<file path="src/hdl/bscu_pkg.sv">
// ----------------------------------------------------------------------------
// bscu_pkg
// Shared types, codes and helpers of the broadcast schedule checker.
// ----------------------------------------------------------------------------
package bscu_pkg;

  localparam int MAX_NODES_DEFAULT = 64;
  localparam int NODE_W            = 6;
  localparam int MASK_W            = 64;
  localparam int CFG_W             = 7;

  localparam logic [2:0] OP_CLEAR     = 3'd0;
  localparam logic [2:0] OP_ADD_EDGE  = 3'd1;
  localparam logic [2:0] OP_MESSAGE   = 3'd2;
  localparam logic [2:0] OP_END_ROUND = 3'd3;
  localparam logic [2:0] OP_FINISH    = 3'd4;

  localparam logic [2:0] ST_OK            = 3'd0;
  localparam logic [2:0] ST_RANGE         = 3'd1;
  localparam logic [2:0] ST_SENDER_UNINF  = 3'd2;
  localparam logic [2:0] ST_RECEIVER_INF  = 3'd3;
  localparam logic [2:0] ST_NO_EDGE       = 3'd4;
  localparam logic [2:0] ST_SENDER_BUSY   = 3'd5;
  localparam logic [2:0] ST_EMPTY_ROUND   = 3'd6;
  localparam logic [2:0] ST_INCOMPLETE    = 3'd7;

  localparam logic REG_NODE_COUNT  = 1'b0;
  localparam logic REG_SOURCE_NODE = 1'b1;

  localparam logic [CFG_W-1:0]  NODE_COUNT_RESET  = 7'd64;
  localparam logic [NODE_W-1:0] SOURCE_NODE_RESET = 6'd0;

  typedef struct packed {
    logic [2:0]        opcode;
    logic [NODE_W-1:0] node_a;
    logic [NODE_W-1:0] node_b;
  } in_item_t;

  typedef struct packed {
    logic [2:0] status_code;
    logic       schedule_valid;
    logic       is_final;
  } out_item_t;

  typedef struct packed {
    logic accept;
    logic step_a;
    logic step_b;
    logic load_out;
  } ctl_cmd_t;

  typedef struct packed {
    logic op_edge;
  } dp_status_t;

  function automatic logic [MASK_W-1:0] bit_of(input logic [NODE_W-1:0] node);
    logic [MASK_W-1:0] m;
    m = '0;
    m[node] = 1'b1;
    return m;
  endfunction

endpackage

</file>
<file path="src/hdl/bscu_ctrl.sv">
// ----------------------------------------------------------------------------
// bscu_ctrl
// Sequencer: accept a transaction, run it through the datapath, post result.
// ----------------------------------------------------------------------------
module bscu_ctrl (
  input  logic                clk,
  input  logic                rst,
  input  logic                in_valid,
  output logic                in_ready,
  output logic                out_valid,
  input  logic                out_ready,
  output bscu_pkg::ctl_cmd_t  cmd,
  input  bscu_pkg::dp_status_t status
);

  typedef enum logic [2:0] {
    S_IDLE   = 3'b001,
    S_EXEC   = 3'b010,
    S_EDGE_B = 3'b100
  } state_t;

  state_t state, state_next;
  logic   out_free;

  assign out_free = !out_valid || out_ready;
  assign in_ready = (state == S_IDLE);

  always_comb begin
    state_next = state;
    cmd        = '0;
    unique case (state)
      S_IDLE: begin
        if (in_valid) begin
          cmd.accept = 1'b1;
          state_next = S_EXEC;
        end
      end
      S_EXEC: begin
        if (status.op_edge) begin
          cmd.step_a = 1'b1;
          state_next = S_EDGE_B;
        end else if (out_free) begin
          cmd.step_a   = 1'b1;
          cmd.load_out = 1'b1;
          state_next   = S_IDLE;
        end
      end
      S_EDGE_B: begin
        if (out_free) begin
          cmd.step_b   = 1'b1;
          cmd.load_out = 1'b1;
          state_next   = S_IDLE;
        end
      end
      default: begin
        state_next = S_IDLE;
      end
    endcase
  end

  always_ff @(posedge clk) begin
    if (rst) begin
      state     <= S_IDLE;
      out_valid <= 1'b0;
    end else begin
      state <= state_next;
      if (cmd.load_out) begin
        out_valid <= 1'b1;
      end else if (out_ready) begin
        out_valid <= 1'b0;
      end
    end
  end

endmodule

</file>
<file path="config.mk">
export PLATFORM = sky130hd
export DESIGN_NAME = bscu_ctrl
export DESIGN_NICKNAME = d
export VERILOG_FILES = /design/src/hdl/bscu_pkg.sv /design/src/hdl/bscu_ctrl.sv
export SDC_FILE = /design/constraint.sdc
export NUM_CORES = 1
export LEC_CHECK = 0
export BUFFER_PORTS_ARGS = -buffer_cell sky130_fd_sc_hd__buf_2
export CORE_AREA = 2 2 39 41
export CTS_CLUSTER_DIAMETER = 100
export CTS_CLUSTER_SIZE = 12
export DETAILED_ROUTE_END_ITERATION = 8
export DIE_AREA = 0 0 41 43
export GPL_TIMING_DRIVEN = 1
export MAX_ROUTING_LAYER = met4
export PLACE_DENSITY_LB_ADDON = 0.1
export SLEW_MARGIN = 5
export SYNTH_ARGS = -nofsm -noshare
export SYNTH_HDL_FRONTEND = slang
export SYNTH_SLANG_ARGS = --single-unit
export TNS_END_PERCENT = 10
</file>
<file path="constraint.sdc">
create_clock -name clk -period 1.6 [get_ports clk]
set_clock_uncertainty 0.2 [all_clocks]
set_input_delay 0.08 -clock clk [delete_from_list [all_inputs] [get_ports clk]]
set_output_delay 0.08 -clock clk [all_outputs]
set_load 0.02 [all_outputs]
</file>
======== After elaboration in Yosys (flattened, before gate mapping) ========
Index checks and enable logic that the tools add are counted.
operators by class
  $add $sub $neg .......................... 0
  $mul .................................... 0
  div/mod/pow operators ................... 0
  magnitude comparators ................... 0
  eq/ne operators ......................... 4
  shift operators ......................... 0
  multiplexer cells ....................... 15
  bitwise logic cells ..................... 0
  reduce and logical (&&, ||, !) cells .... 3
operator list
  cell                  number
  $mux W1               9
  $mux W3               3
  $pmux W3 S3           1
  $eq A3 B1 Y1 const B  1
  $eq A3 B2 Y1 const B  1
  $eq A3 B3 Y1 const B  1
  $mux W2               1
  $ne A2 B2 Y1 const B  1
  $pmux W1 S2           1
  $reduce_bool A2 Y1    1
  $logic_not A1 Y1      1
  $logic_or A1 B1 Y1    1
storage, ports and cells
  register bits ........................... 4
  bits in latches ......................... 0
  RAM bits ................................ 0
  memory bits (read-only) ................. 0
  bits of input ports ..................... 5
  output and inout bits ................... 6
  word-level logic and storage cells ...... 24
  memories ................................ 0

======== Longest topological paths before layout ========
  word-level depth ........................ 6
  gate-level depth with buffers ........... 3
  gate-level depth less buffers ........... 3

======== Worst setup path before layout ========
No wires, ideal clock.
  path kind ............................... register -> output
  from .................................... register out_valid
  to ...................................... output cmd[0] (netlist name)
  arrival ................................. 1.059 ns
  required time ........................... 1.320 ns
  path slack .............................. 0.261 ns
  stages on the path, launching flop included .. 4
  buffers on the path ..................... 0
  cell sequence ........................... dfxtp_1 -> nor2b_1 -> or2_1 -> nor2_1
RTL lines
  what                    RTL line         text
  start, declared         bscu_ctrl.sv:10  output logic out_valid,
  start signal, assigned  bscu_ctrl.sv:64  out_valid <= 1'b0;
  start signal, assigned  bscu_ctrl.sv:68  out_valid <= 1'b1;
  start signal, assigned  bscu_ctrl.sv:70  out_valid <= 1'b0;
  end, declared           bscu_ctrl.sv:12  output bscu_pkg::ctl_cmd_t cmd,

==> run_results.csv <==
group,metric,value,unit
clock_tree,cts_hold_buf,5,
grt,grt-ovfl-total,0,
yosys,synth_common_cells,"dfxtp_1 (4), nand2b_1 (3), nand3b_1 (3)",
sta,grt_setup_unrepaired,"no",
yosys,synth.most_common_cell,"dfxtp_1",
yosys,ys_ff_latch,4,
sta,final_hold_viol_count,2,
yosys,syn_area,238,um2
yosys,synth_edf_count,0,
yosys,synth_seq_area_share,0.337,
run_status,status,"finished, violations left",
finish,nets,50,
finish,area_delta_synth_final,56.8,%
sta,min_period,1.52,ns
finish,multi_input_area,156,um2
yosys,yosys.area.top_type,"dfxtp_1",
setup_path,arrival,1.24,ns
yosys,yosys_warnings,0,
detailed_routing,drt_pre_antenna_iters,2,
pwr,p_per_area,758,mW/mm2
yosys,synth-main-ff-cell,"dfxtp_1",
sta,max_freq,0.656,GHz
yosys,synth_xor_area_frac,0,
job,cap_violations,0,
clock_tree,post_cts_buffers,0,
pwr,ir_worst_vdd,0.333,mV
finish,finalCoreUtilization,0.269,
yosys,synthArstFlopShare,0,
detailed_routing,num_vias,246,
yosys,synthCells,26,
detailed_routing,drcViolationCount,0,
sta,setup_viol_count_final,0,
yosys,synth-simple-area-share,0.442,
setup_path,end_kind,"output port",
setup_path,startpoint_type,"flop",
clock_tree,clk_pin_slew,0.03,ns
detailed_routing,drt-total-wl,612,um
grt,grt_pass1_vias,250,
finish,fin_area,373,um2
finish,drive_gt1_frac,0.419,
finish,antennaDiodeCount,0,
setup_path,rr_worst_depth,3,
floorplanning,fp.dieH,43,um
detailed_routing,drt_iter0_drc,1,
yosys,avgSynthCellArea,9.14,um2
setup_path,startpoint,"state[1]",
sta,slew_violations,0,
finish,seq_area,80.1,um2
grt,antenna_found_initial,0,
yosys,synth_compound_area_frac,0.205,
setup_path,reg2reg_to,"state[0]",
grt,grt_max_degree,9,
detailed_routing,viasPerCell,4.17,
clock_tree,numCtsBuffers,3,
detailed_routing,ant_nets,0,
sta,tightest_slew,0.217,ns
floorplanning,rows,14,
sta,hold_ws,-0.0463,ns
yosys,synth_area_leaders,"dfxtp_1 (34%), nand3b_1 (9.5%), nand2b_1 (7.9%)",
placement,dpl.hpwl,491,um
placement,portBuffers,10,
setup_path,required,1.32,ns
clock_tree,cts_buffer_depth,2,
floorplanning,initial_core_util,0.172,
setup_path,crit_type,"reg2out",
clock_tree,numClockSinks,4,
run_status,violations,"negative hold slack",
grt,grt_usage,0.0862,
sta,slew_headroom,0.855,
worst_hold_path,holdCritPathClass,"in2reg",
clock_tree,clk_latency,0.23,ns
floorplanning,io_pins,11,
floorplanning,core,0.00138,mm2
floorplanning,dieWidth,41,um
floorplanning,die_area,0.00176,mm2
sta,finalCritPeriodShare,0.953,
setup_path,worstReg2RegStart,"state[1]",
finish,fillCellCount,170,
yosys,synth_nets,31,
sta,tns,0,ns
detailed_routing,wire_per_inst,10.4,um
setup_path,cp_max_fo,7,
placement,place.gp.congestion,0.647,
yosys,synth.distinct_cells,17,
clock_tree,root_buffer,"clkbuf_4",
setup_path,rrSetupSlack,0.36,ns
grt,grt_pass1_wl,972,um
pwr,leakage,0.144,nW
yosys,synth_top_area_share,0.337,
clock_tree,htreeDepth,1,
yosys,yosys.area_share.adder,0,
placement,placed_area,308,um2
setup_path,endpoint,"cmd[0]",
yosys,synth_top_family_by_area,"simple AND/OR/NAND/NOR gates",
clock_tree,cts_tree,"done",
yosys,synth_mux_area_frac,0,
## power breakdown
group          internal (mW)  total [mW]  switching (mW)
logic                 0.0267      0.0537          0.0269
registers              0.105       0.111         0.00615
clock network         0.0834       0.118          0.0347
total                  0.215       0.283          0.0678
## worst max-delay path, stage by stage (launching register included)
cell	delay, ns
dfxtp_1	0.40
nand2b_1	0.20
o21a_1	0.20
nor2_1	0.06
buf_2	0.15
## placed cells by master, fill, tap and decap left out
cell / instances
nor3b_1: 1
and4bb_2: 1
a211oi_1: 1
or2_2: 1
nor3b_2: 1
nor3_1: 1
o2bb2ai_1: 1
o221ai_2: 1
nand3b_1: 3
o21a_1: 1
nor2b_2: 1
dlygate4sd3_1: 4
clkbuf_4: 3
nand2b_1: 3
dfxtp_1: 4
buf_2: 10
inv_1: 1
or2_1: 1
a21oi_1: 2
nor2_1: 2
## layer usage
layer | global-route usage | part of all wire | vias to the layer above
li1 | - | - | 129
met1 | 0.105 | 0.44 | 110
met2 | 0.109 | 0.48 | 5
met3 | 0.0209 | 0.070 | 2
met4 | 0.0800 | 0.0082 | 0
met5 | - | 0 | -
## final cells by class
type | instances | area share
inverters | 1 | 0.0101
flip-flops and latches | 4 | 0.215
well taps | 16 | 0.0537
repair buffers | 14 | 0.242
clock buffers | 3 | 0.0604
multi-input cells | 21 | 0.419
## registers in the layout, indices dropped and copies added (netlist names)
signal and count:
out_valid 1, state 3
## what timing repair did
item	4_1_cts	5_1_grt
hold endpoints to repair	4	2
gates resized for setup	0	1
setup endpoints to repair	0	1
## kinds of logic after synthesis
kind of cell / Yosys count
buffers and inverters: 1
DFF: 4
and+or+nand+nor: 15
AOI/OAI and AO/OA: 6
## worst min-delay path by stage
stage	startpoint	to	slack, ns	cells after the start
global placement	rst	state[1]	0.09	2
floorplan	rst	state[1]	-0.05	1
CTS	out_ready	state[0]	0.21	4
detailed placement	rst	state[1]	0.08	2
global route	out_ready	out_valid	-0.05	3
finish	out_ready	out_valid	-0.05	3
## per-stage QoR
stage / worst slack [ns] / cells / power, mW / hold WS [ns]
final: 0.0752 / 59 / 0.283 / -0.0463
after global routing: 0.0109 / 59 / 0.300 / -0.0470
after CTS: 0.0182 / 60 / 0.291 / 0.210
after detailed placement: 0.319 / 52 / 0.158 / 0.0840
after global placement: 0.318 / 52 / 0.159 / 0.0936
after floorplan: 0.261 / 26 / 0.140 / -0.0472
No activity file was read; power rests on OpenSTA's default activity.
